==> src/rtl/core/deq_pkg.sv <==
// deque package: opcodes, status codes, result struct and defaults
`timescale 1ns / 1ps

package deq_pkg;

    localparam int DATA_W    = 32;
    localparam int DEPTH_DEF = 16;
    localparam int OP_W      = 3;
    localparam int STAT_W    = 2;

    typedef enum logic [OP_W-1:0] {
        OP_PUSH_FRONT = 3'd0,
        OP_PUSH_BACK  = 3'd1,
        OP_POP_FRONT  = 3'd2,
        OP_POP_BACK   = 3'd3,
        OP_CLEAR      = 3'd4
    } op_t;

    typedef enum logic [STAT_W-1:0] {
        ST_OK    = 2'd0,
        ST_FULL  = 2'd1,
        ST_EMPTY = 2'd2
    } stat_t;

    typedef struct packed {
        logic signed [DATA_W-1:0] popped;
        logic signed [DATA_W-1:0] front;
        logic signed [DATA_W-1:0] back;
        logic                     is_empty;
        stat_t                    status;
    } res_t;

endpackage

==> src/rtl/core/double_ended_queue_top.sv <==
// Bounded double-ended queue of signed 32-bit values in a ring of DEPTH
// entries held in one synchronous ram, with the front and back values
// cached in registers. Pushes, clears, refused operations and pops that
// leave fewer than two entries are registered straight into the output
// register; a pop that leaves two or more entries first passes the
// read state, since the new end value is fetched through the ram read port.
// One operation is in flight at a time; the result sits in an output
// register and the next input beat is taken in the cycle that it leaves.
// s_tuser carries the opcode, s_tdata the push value.
`timescale 1ns / 1ps

module double_ended_queue_top
    import deq_pkg::*;
#(
    parameter int DEPTH = DEPTH_DEF,
    localparam int IDX_W  = $clog2(DEPTH),
    localparam int CNT_W  = $clog2(DEPTH + 1),
    localparam int OUT_W  = 3 * DATA_W + CNT_W + 1 + STAT_W,
    localparam int OUT_TW = ((OUT_W + 7) / 8) * 8
) (
    input  logic              clk,
    input  logic              rst_n,
    input  logic              s_tvalid,
    output logic              s_tready,
    input  logic [DATA_W-1:0] s_tdata,  // push_value
    input  logic [OP_W-1:0]   s_tuser,  // opcode
    output logic              m_tvalid,
    input  logic              m_tready,
    // popped_value, front_value, back_value, count, is_empty, status, zero pad
    output logic [OUT_TW-1:0] m_tdata
);

    logic              out_valid_reg, out_valid_next;
    res_t              out_res_reg;
    logic [CNT_W-1:0]  out_count_reg;
    logic              out_free;
    logic              res_valid;
    res_t              res;
    logic [CNT_W-1:0]  res_count;
    logic              wr_en;
    logic [IDX_W-1:0]  wr_addr;
    logic [DATA_W-1:0] wr_data;
    logic              rd_en;
    logic [IDX_W-1:0]  rd_addr;
    logic [DATA_W-1:0] rd_data;

    assign out_free = !out_valid_reg || m_tready;

    deq_ctrl #(
        .DEPTH (DEPTH)
    ) u_ctrl (
        .clk       (clk),
        .rst_n     (rst_n),
        .in_valid  (s_tvalid),
        .in_ready  (s_tready),
        .in_op     (s_tuser),
        .in_value  (s_tdata),
        .out_free  (out_free),
        .res_valid (res_valid),
        .res       (res),
        .res_count (res_count),
        .wr_en     (wr_en),
        .wr_addr   (wr_addr),
        .wr_data   (wr_data),
        .rd_en     (rd_en),
        .rd_addr   (rd_addr),
        .rd_data   (rd_data)
    );

    deq_ram #(
        .WIDTH (DATA_W),
        .DEPTH (DEPTH)
    ) u_ram (
        .clk     (clk),
        .wr_en   (wr_en),
        .wr_addr (wr_addr),
        .wr_data (wr_data),
        .rd_en   (rd_en),
        .rd_addr (rd_addr),
        .rd_data (rd_data)
    );

    // the controller only raises res_valid when the output register is free
    always_comb
    begin
        priority if (res_valid)
        begin
            out_valid_next = 1'b1;
        end
        else if (m_tready)
        begin
            out_valid_next = 1'b0;
        end
        else
        begin
            out_valid_next = out_valid_reg;
        end
    end

    always_ff @(posedge clk or negedge rst_n)
    begin
        if (!rst_n)
        begin
            out_valid_reg <= 1'b0;
        end
        else
        begin
            out_valid_reg <= out_valid_next;
        end
    end

    always_ff @(posedge clk)
    begin
        if (res_valid)
        begin
            out_res_reg   <= res;
            out_count_reg <= res_count;
        end
    end

    assign m_tvalid = out_valid_reg;
    assign m_tdata  = OUT_TW'({out_res_reg.status, out_res_reg.is_empty, out_count_reg,
                               out_res_reg.back, out_res_reg.front, out_res_reg.popped});

endmodule

==> src/rtl/core/deq_ram.sv <==
// generic single-write, single-read ram with registered read data
`timescale 1ns / 1ps

module deq_ram #(
    parameter int WIDTH = 32,
    parameter int DEPTH = 16,
    localparam int AW   = $clog2(DEPTH)
) (
    input  logic             clk,
    input  logic             wr_en,
    input  logic [AW-1:0]    wr_addr,
    input  logic [WIDTH-1:0] wr_data,
    input  logic             rd_en,
    input  logic [AW-1:0]    rd_addr,
    output logic [WIDTH-1:0] rd_data
);

    logic [WIDTH-1:0] mem [DEPTH];

    always_ff @(posedge clk)
    begin
        if (wr_en)
        begin
            mem[wr_addr] <= wr_data;
        end
        if (rd_en)
        begin
            rd_data <= mem[rd_addr];
        end
    end

endmodule

==> src/rtl/core/deq_ctrl.sv <==
// deque control: end pointers, count, cached end values and read sequencing
`timescale 1ns / 1ps

module deq_ctrl
    import deq_pkg::*;
#(
    parameter int DEPTH = DEPTH_DEF,
    localparam int IDX_W = $clog2(DEPTH),
    localparam int CNT_W = $clog2(DEPTH + 1)
) (
    input  logic                     clk,
    input  logic                     rst_n,
    input  logic                     in_valid,
    output logic                     in_ready,
    input  logic [OP_W-1:0]          in_op,
    input  logic signed [DATA_W-1:0] in_value,
    input  logic                     out_free,
    output logic                     res_valid,
    output res_t                     res,
    output logic [CNT_W-1:0]         res_count,
    output logic                     wr_en,
    output logic [IDX_W-1:0]         wr_addr,
    output logic [DATA_W-1:0]        wr_data,
    output logic                     rd_en,
    output logic [IDX_W-1:0]         rd_addr,
    input  logic [DATA_W-1:0]        rd_data
);

    typedef enum logic [1:0] {
        S_IDLE = 2'b01,
        S_READ = 2'b10
    } state_t;

    state_t                   state_reg, state_next;
    logic [IDX_W-1:0]         front_idx_reg, front_idx_next;
    logic [IDX_W-1:0]         back_idx_reg, back_idx_next;
    logic [CNT_W-1:0]         count_reg, count_next;
    logic signed [DATA_W-1:0] front_val_reg, front_val_next;
    logic signed [DATA_W-1:0] back_val_reg, back_val_next;
    logic signed [DATA_W-1:0] pend_pop_reg, pend_pop_next;
    logic                     pend_front_reg, pend_front_next;

    logic             accept;
    logic             is_full;
    logic             is_empty;
    logic [IDX_W-1:0] front_inc, front_dec, back_inc, back_dec;
    stat_t            stat;
    logic signed [DATA_W-1:0] popped;

    assign in_ready = (state_reg == S_IDLE) && out_free;
    assign accept   = in_valid && in_ready;
    assign is_full  = (count_reg == CNT_W'(DEPTH));
    assign is_empty = (count_reg == '0);

    // ring neighbors, wrap at the last entry
    assign front_inc = (front_idx_reg == IDX_W'(DEPTH - 1)) ? '0 : front_idx_reg + 1'b1;
    assign front_dec = (front_idx_reg == '0) ? IDX_W'(DEPTH - 1) : front_idx_reg - 1'b1;
    assign back_inc  = (back_idx_reg == IDX_W'(DEPTH - 1)) ? '0 : back_idx_reg + 1'b1;
    assign back_dec  = (back_idx_reg == '0) ? IDX_W'(DEPTH - 1) : back_idx_reg - 1'b1;

    always_comb
    begin
        state_next      = state_reg;
        front_idx_next  = front_idx_reg;
        back_idx_next   = back_idx_reg;
        count_next      = count_reg;
        front_val_next  = front_val_reg;
        back_val_next   = back_val_reg;
        pend_pop_next   = pend_pop_reg;
        pend_front_next = pend_front_reg;
        wr_en           = 1'b0;
        wr_addr         = front_idx_reg;
        wr_data         = in_value;
        rd_en           = 1'b0;
        rd_addr         = front_inc;
        res_valid       = 1'b0;
        stat            = ST_OK;
        popped          = '0;

        unique case (state_reg)
            S_IDLE:
            begin
                if (accept)
                begin
                    res_valid = 1'b1;
                    unique case (in_op)
                        OP_PUSH_FRONT:
                        begin
                            if (is_full)
                            begin
                                stat = ST_FULL;
                            end
                            else
                            begin
                                wr_en          = 1'b1;
                                wr_addr        = front_dec;
                                front_idx_next = front_dec;
                                front_val_next = in_value;
                                if (is_empty)
                                begin
                                    back_idx_next = front_dec;
                                    back_val_next = in_value;
                                end
                                count_next = count_reg + 1'b1;
                            end
                        end
                        OP_PUSH_BACK:
                        begin
                            if (is_full)
                            begin
                                stat = ST_FULL;
                            end
                            else
                            begin
                                wr_en = 1'b1;
                                if (is_empty)
                                begin
                                    wr_addr        = front_idx_reg;
                                    back_idx_next  = front_idx_reg;
                                    front_val_next = in_value;
                                end
                                else
                                begin
                                    wr_addr       = back_inc;
                                    back_idx_next = back_inc;
                                end
                                back_val_next = in_value;
                                count_next    = count_reg + 1'b1;
                            end
                        end
                        OP_POP_FRONT:
                        begin
                            if (is_empty)
                            begin
                                stat = ST_EMPTY;
                            end
                            else
                            begin
                                popped     = front_val_reg;
                                count_next = count_reg - 1'b1;
                                if (count_reg == CNT_W'(1))
                                begin
                                    front_idx_next = '0;
                                    back_idx_next  = '0;
                                end
                                else
                                begin
                                    front_idx_next = front_inc;
                                    if (count_reg == CNT_W'(2))
                                    begin
                                        front_val_next = back_val_reg;
                                    end
                                    else
                                    begin
                                        // new front lives only in the ram
                                        rd_en           = 1'b1;
                                        rd_addr         = front_inc;
                                        res_valid       = 1'b0;
                                        pend_pop_next   = front_val_reg;
                                        pend_front_next = 1'b1;
                                        state_next      = S_READ;
                                    end
                                end
                            end
                        end
                        OP_POP_BACK:
                        begin
                            if (is_empty)
                            begin
                                stat = ST_EMPTY;
                            end
                            else
                            begin
                                popped     = back_val_reg;
                                count_next = count_reg - 1'b1;
                                if (count_reg == CNT_W'(1))
                                begin
                                    front_idx_next = '0;
                                    back_idx_next  = '0;
                                end
                                else
                                begin
                                    back_idx_next = back_dec;
                                    if (count_reg == CNT_W'(2))
                                    begin
                                        back_val_next = front_val_reg;
                                    end
                                    else
                                    begin
                                        rd_en           = 1'b1;
                                        rd_addr         = back_dec;
                                        res_valid       = 1'b0;
                                        pend_pop_next   = back_val_reg;
                                        pend_front_next = 1'b0;
                                        state_next      = S_READ;
                                    end
                                end
                            end
                        end
                        OP_CLEAR:
                        begin
                            count_next     = '0;
                            front_idx_next = '0;
                            back_idx_next  = '0;
                        end
                        default:
                        begin
                        end
                    endcase
                end
            end
            S_READ:
            begin
                res_valid = 1'b1;
                popped    = pend_pop_reg;
                if (pend_front_reg)
                begin
                    front_val_next = rd_data;
                end
                else
                begin
                    back_val_next = rd_data;
                end
                state_next = S_IDLE;
            end
            default:
            begin
                state_next = S_IDLE;
            end
        endcase

        res.popped   = popped;
        res.is_empty = (count_next == '0);
        res.front    = res.is_empty ? '0 : front_val_next;
        res.back     = res.is_empty ? '0 : back_val_next;
        res.status   = stat;
        res_count    = count_next;
    end

    always_ff @(posedge clk or negedge rst_n)
    begin
        if (!rst_n)
        begin
            state_reg     <= S_IDLE;
            front_idx_reg <= '0;
            back_idx_reg  <= '0;
            count_reg     <= '0;
        end
        else
        begin
            state_reg     <= state_next;
            front_idx_reg <= front_idx_next;
            back_idx_reg  <= back_idx_next;
            count_reg     <= count_next;
        end
    end

    always_ff @(posedge clk)
    begin
        front_val_reg  <= front_val_next;
        back_val_reg   <= back_val_next;
        pend_pop_reg   <= pend_pop_next;
        pend_front_reg <= pend_front_next;
    end

endmodule
==> config.mk <==
export PLATFORM = sky130hd
export DESIGN_NAME = double_ended_queue_top
export DESIGN_NICKNAME = d
export VERILOG_FILES = /design/src/rtl/core/deq_pkg.sv /design/src/rtl/core/double_ended_queue_top.sv /design/src/rtl/core/deq_ram.sv /design/src/rtl/core/deq_ctrl.sv
export SDC_FILE = /design/constraint.sdc
export NUM_CORES = 1
export LEC_CHECK = 0
export ABC_AREA = 1
export BUFFER_PORTS_ARGS = -buffer_cell sky130_fd_sc_hd__buf_2
export CAP_MARGIN = 10
export CELL_PAD_IN_SITES_DETAIL_PLACEMENT = 1
export CELL_PAD_IN_SITES_GLOBAL_PLACEMENT = 1
export CORE_ASPECT_RATIO = 0.6
export CORE_UTILIZATION = 43
export DETAILED_ROUTE_END_ITERATION = 7
export GPL_TIMING_DRIVEN = 1
export PLACE_DENSITY = 0.86
export SYNTH_ARGS = -nofsm -noshare
export SYNTH_HDL_FRONTEND = slang
export SYNTH_HIERARCHICAL = 1
export SYNTH_SLANG_ARGS = --single-unit
==> constraint.sdc <==
create_clock -name clk -period 6.9 [get_ports clk]
set_input_delay 0.69 -clock clk [delete_from_list [all_inputs] [get_ports clk]]
set_output_delay 0.69 -clock clk [all_outputs]
set_load 0.05 [all_outputs]
==> run summary <==
Iteration-0 DRC Markers: 3745
Worst Max-Slew Pin Slew: 1200 ps
synthesized flop and latch total: 761
# setup viols final: 0
area share of the leading cell type in the synthesized netlist: 0.537
critical-path cell list: inv_1 -> ha_1 -> buf_4 -> nand3_4 -> buf_4 -> inv_1 -> nand2_1 -> nand3_1 -> o211ai_1 -> nand3_1 -> o21ai_0 -> nand2_1 -> nor2_4 -> buf_4
HPWL after detailed placement: 79500 µm
net count of the finished layout: 4503
Synth Cell Area: 0.0381 mm²
startpoint class of the critical path: flip-flop
Avg Vias per Cell: 5.77
post-synthesis xor/xnor area fraction: 0.00138
Area Overhead vs Synth: 9.78%
Worst Path Buf+Inv: 5
share of layout cells above drive strength 1: 0.0805
Largest register FFs: 512
Placeable Area: 0.0877 mm²
Leakage: 0.0181 µW
Initial Util: 0.435
WL met1: 54500 µm
CTS clk-pin slew, worst paths: 70 ps
Hold Violations, Final: 0
Fillers: 10.4k
CP Class: flip-flop to flip-flop
count of cell types in the netlist: 38
DRT Pass-1 Iters: 6
Routed WL: 133000 µm
status: complete, no violations
VDD IR max: 530 µV
Synth Area in Compound Gates: 0.0497
first-pass GRT wire length: 200000 µm
syn_nets: 4504
ANT cells: 0
Synth Area in Simple Gates: 0.260
Post-synth EDFFs: 681
met3 WL: 12800 µm
total power: 20100 µW
Core Rows: 84
WL met2: 60800 µm
wire length per cell: 23.4 µm
Clock Path Buffers: 3
antenna-violating nets left: 0
H-tree Lvls: 3
Setup TNS Final: 0 ps
crit-path most repeated cell: buf_4
adder-cell share of the synthesized area: 0.00394
Port Buffers: 144
CP delay by family, top: simple AND/OR/NAND/NOR gates
DP Cell Count: 5539
Post-synth ARST share: 0.0210
Total GRT Usage: 0.293
PwrDens: 480 mW/mm²
postcts setup bufs: 0
Slowest cell on crit path: nor2_4
# IOs: 145
path type of the worst min-delay path: input port to flip-flop
commonest cells in the netlist: 1469 x nand2_1, 681 x edfxtp_1, 649 x nand3_1
largest family of logic cells by synthesized area: simple AND/OR/NAND/NOR gates
pin count of the biggest net entering global routing: 176
ranking of synthesized cells by area: edfxtp_1 54%, nand2_1 14%, nand3_1 8.5%, inv_1 6.0%, dfxtp_1 3.4%
RePlAce Congestion: 0.892
height of the die: 233 µm
fin crit share: 0.734
die area: 0.0898 mm²
Inserted Clock Buffers: 71
Fmax: 197 MHz
later-pin clock latency in the skew report: 670 ps
CTS tree: done
Post-Layout Cell Count: 5671
mux cell area share after synthesis: 0.000263
count leader, synth: nand2_1
register name with the most flops: u_ram/mem
Mapped Cells: 4453
critical path arrival: 5410 ps
minimum clock period after layout: 5070 ps
post-synth top area cell: edfxtp_1
initial antenna violation count: 2
Primary FF master, synth: edfxtp_1
Sink Count: 761
slowest stage delay, CP: 860 ps
Setup crit end kind: flip-flop
CTS Root Cell: clkbuf_16
number of global-route vias before repair: 33.7k
Critical Path RT: 7240 ps
RSZ-0062 raised after global routing: no
Worst Skew: 29.4 ps
syn_area_per_cell: 8.55 µm²
Final Max Tran Viols: 0
CTS Hold Buffers Added: 1
Syn. warnings: 6
DRC Markers: 0
CP max FO: 77
Gates resized, CTS repair: 0
total number of vias: 32.8k
Die X: 386 µm
GRT overflow: 0
sequential-to-total area share from yosys stat: 0.581
Top Metal Used: met5
MaxCap Viol Count: 0
Slew HR: 0.199
## power by group
part | switching (µW) | internal, µW | leakage [µW] | total, µW
logic | 7330 | 2380 | 0.0101 | 9710
clock network | 1850 | 2150 | 0.00110 | 4000
registers | 316 | 6050 | 0.00691 | 6370
## logic make-up after synthesis
kind of cell / Yosys count
xor gates and xnor gates: 6
buffers and inverters: 915
muxes: 1
adders and majority gates: 12
and+or+nand+nor: 2390
DFF: 761
AOI/OAI and AO/OA: 368
## per-layer routing
| metal | vias up | track usage |
|---|---|---|
| met5 | - | 0 |
| li1 | 14400 | - |
| met1 | 16300 | 0.403 |
| met4 | 2 | 0.103 |
| met2 | 1737 | 0.463 |
| met3 | 331 | 0.0556 |
## layout by cell type, fill, tap and decap left out, drive strengths merged
cell	Yosys	routed
a21oi	154	154
a22oi	1	1
a31oi	1	1
buf	182	209
bufinv	0	5
clkbuf	102	91
clkinv	12	42
clkinvlp	0	2
dfrtp	15	15
dfstp	1	1
dfxtp	64	64
dlygate4sd3	0	1
edfxtp	681	681
ha	12	12
inv	619	622
mux2i	1	1
nand2	1471	1471
nand3	650	650
nand4	23	23
nor2	228	228
nor3	18	18
o211ai	8	8
o21ai	192	192
o21bai	8	8
o221ai	1	1
o22ai	2	2
o31ai	1	1
xnor2	4	4
xor2	2	2
## metrics by stage
step / hold WS [ps] / util / worst slack (ps) / instance area, µm²
5_1_grt: 289 / 0.477 / 1670 / 41800
4_1_cts: 238 / 0.477 / 1970 / 41800
3_5_place_dp: 485 / 0.451 / 1980 / 39500
6_report: 273 / 0.477 / 1830 / 41800
3_3_place_gp: 484 / 0.451 / 2260 / 39500
2_1_floorplan: 394 / - / 2130 / 38100
## tightest hold or removal path, cell delays in order
cell     delay, ps
buf_2           70
inv_1           30
nand2_2         60
nand2_2         40
## worst paths after layout
path                                     start  slack [ps]  depth (start not counted)                   to
setup / recovery           u_ctrl/count_reg[0]        1830                         14    u_ram/mem[13][29]
min in group asynchronous                rst_n         500                          2             m_tvalid
setup reg to reg           u_ctrl/count_reg[0]        1830                         14    u_ram/mem[13][29]
hold reg to reg                       m_tvalid         510                          2             m_tvalid
hold / removal                        m_tready         270                          4             m_tvalid
max in group asynchronous                rst_n        6060                          2  u_ctrl/state_reg[0]
## final cells by class
| class | instances | area (µm²) | share of cell area |
|---|---|---|---|
| Clock buffer | 91 | 1890 | 0.0453 |
| Multi-Input combinational cell | 2777 | 12300 | 0.293 |
| Tap cell | 1161 | 1450 | 0.0347 |
| Timing Repair Buffer | 210 | 1320 | 0.0315 |
| Clock inverter | 40 | 369 | 0.00883 |
| Sequential cell | 761 | 22100 | 0.529 |
| Inverter | 631 | 2380 | 0.0569 |
No activity file was read; power rests on OpenSTA's default activity.
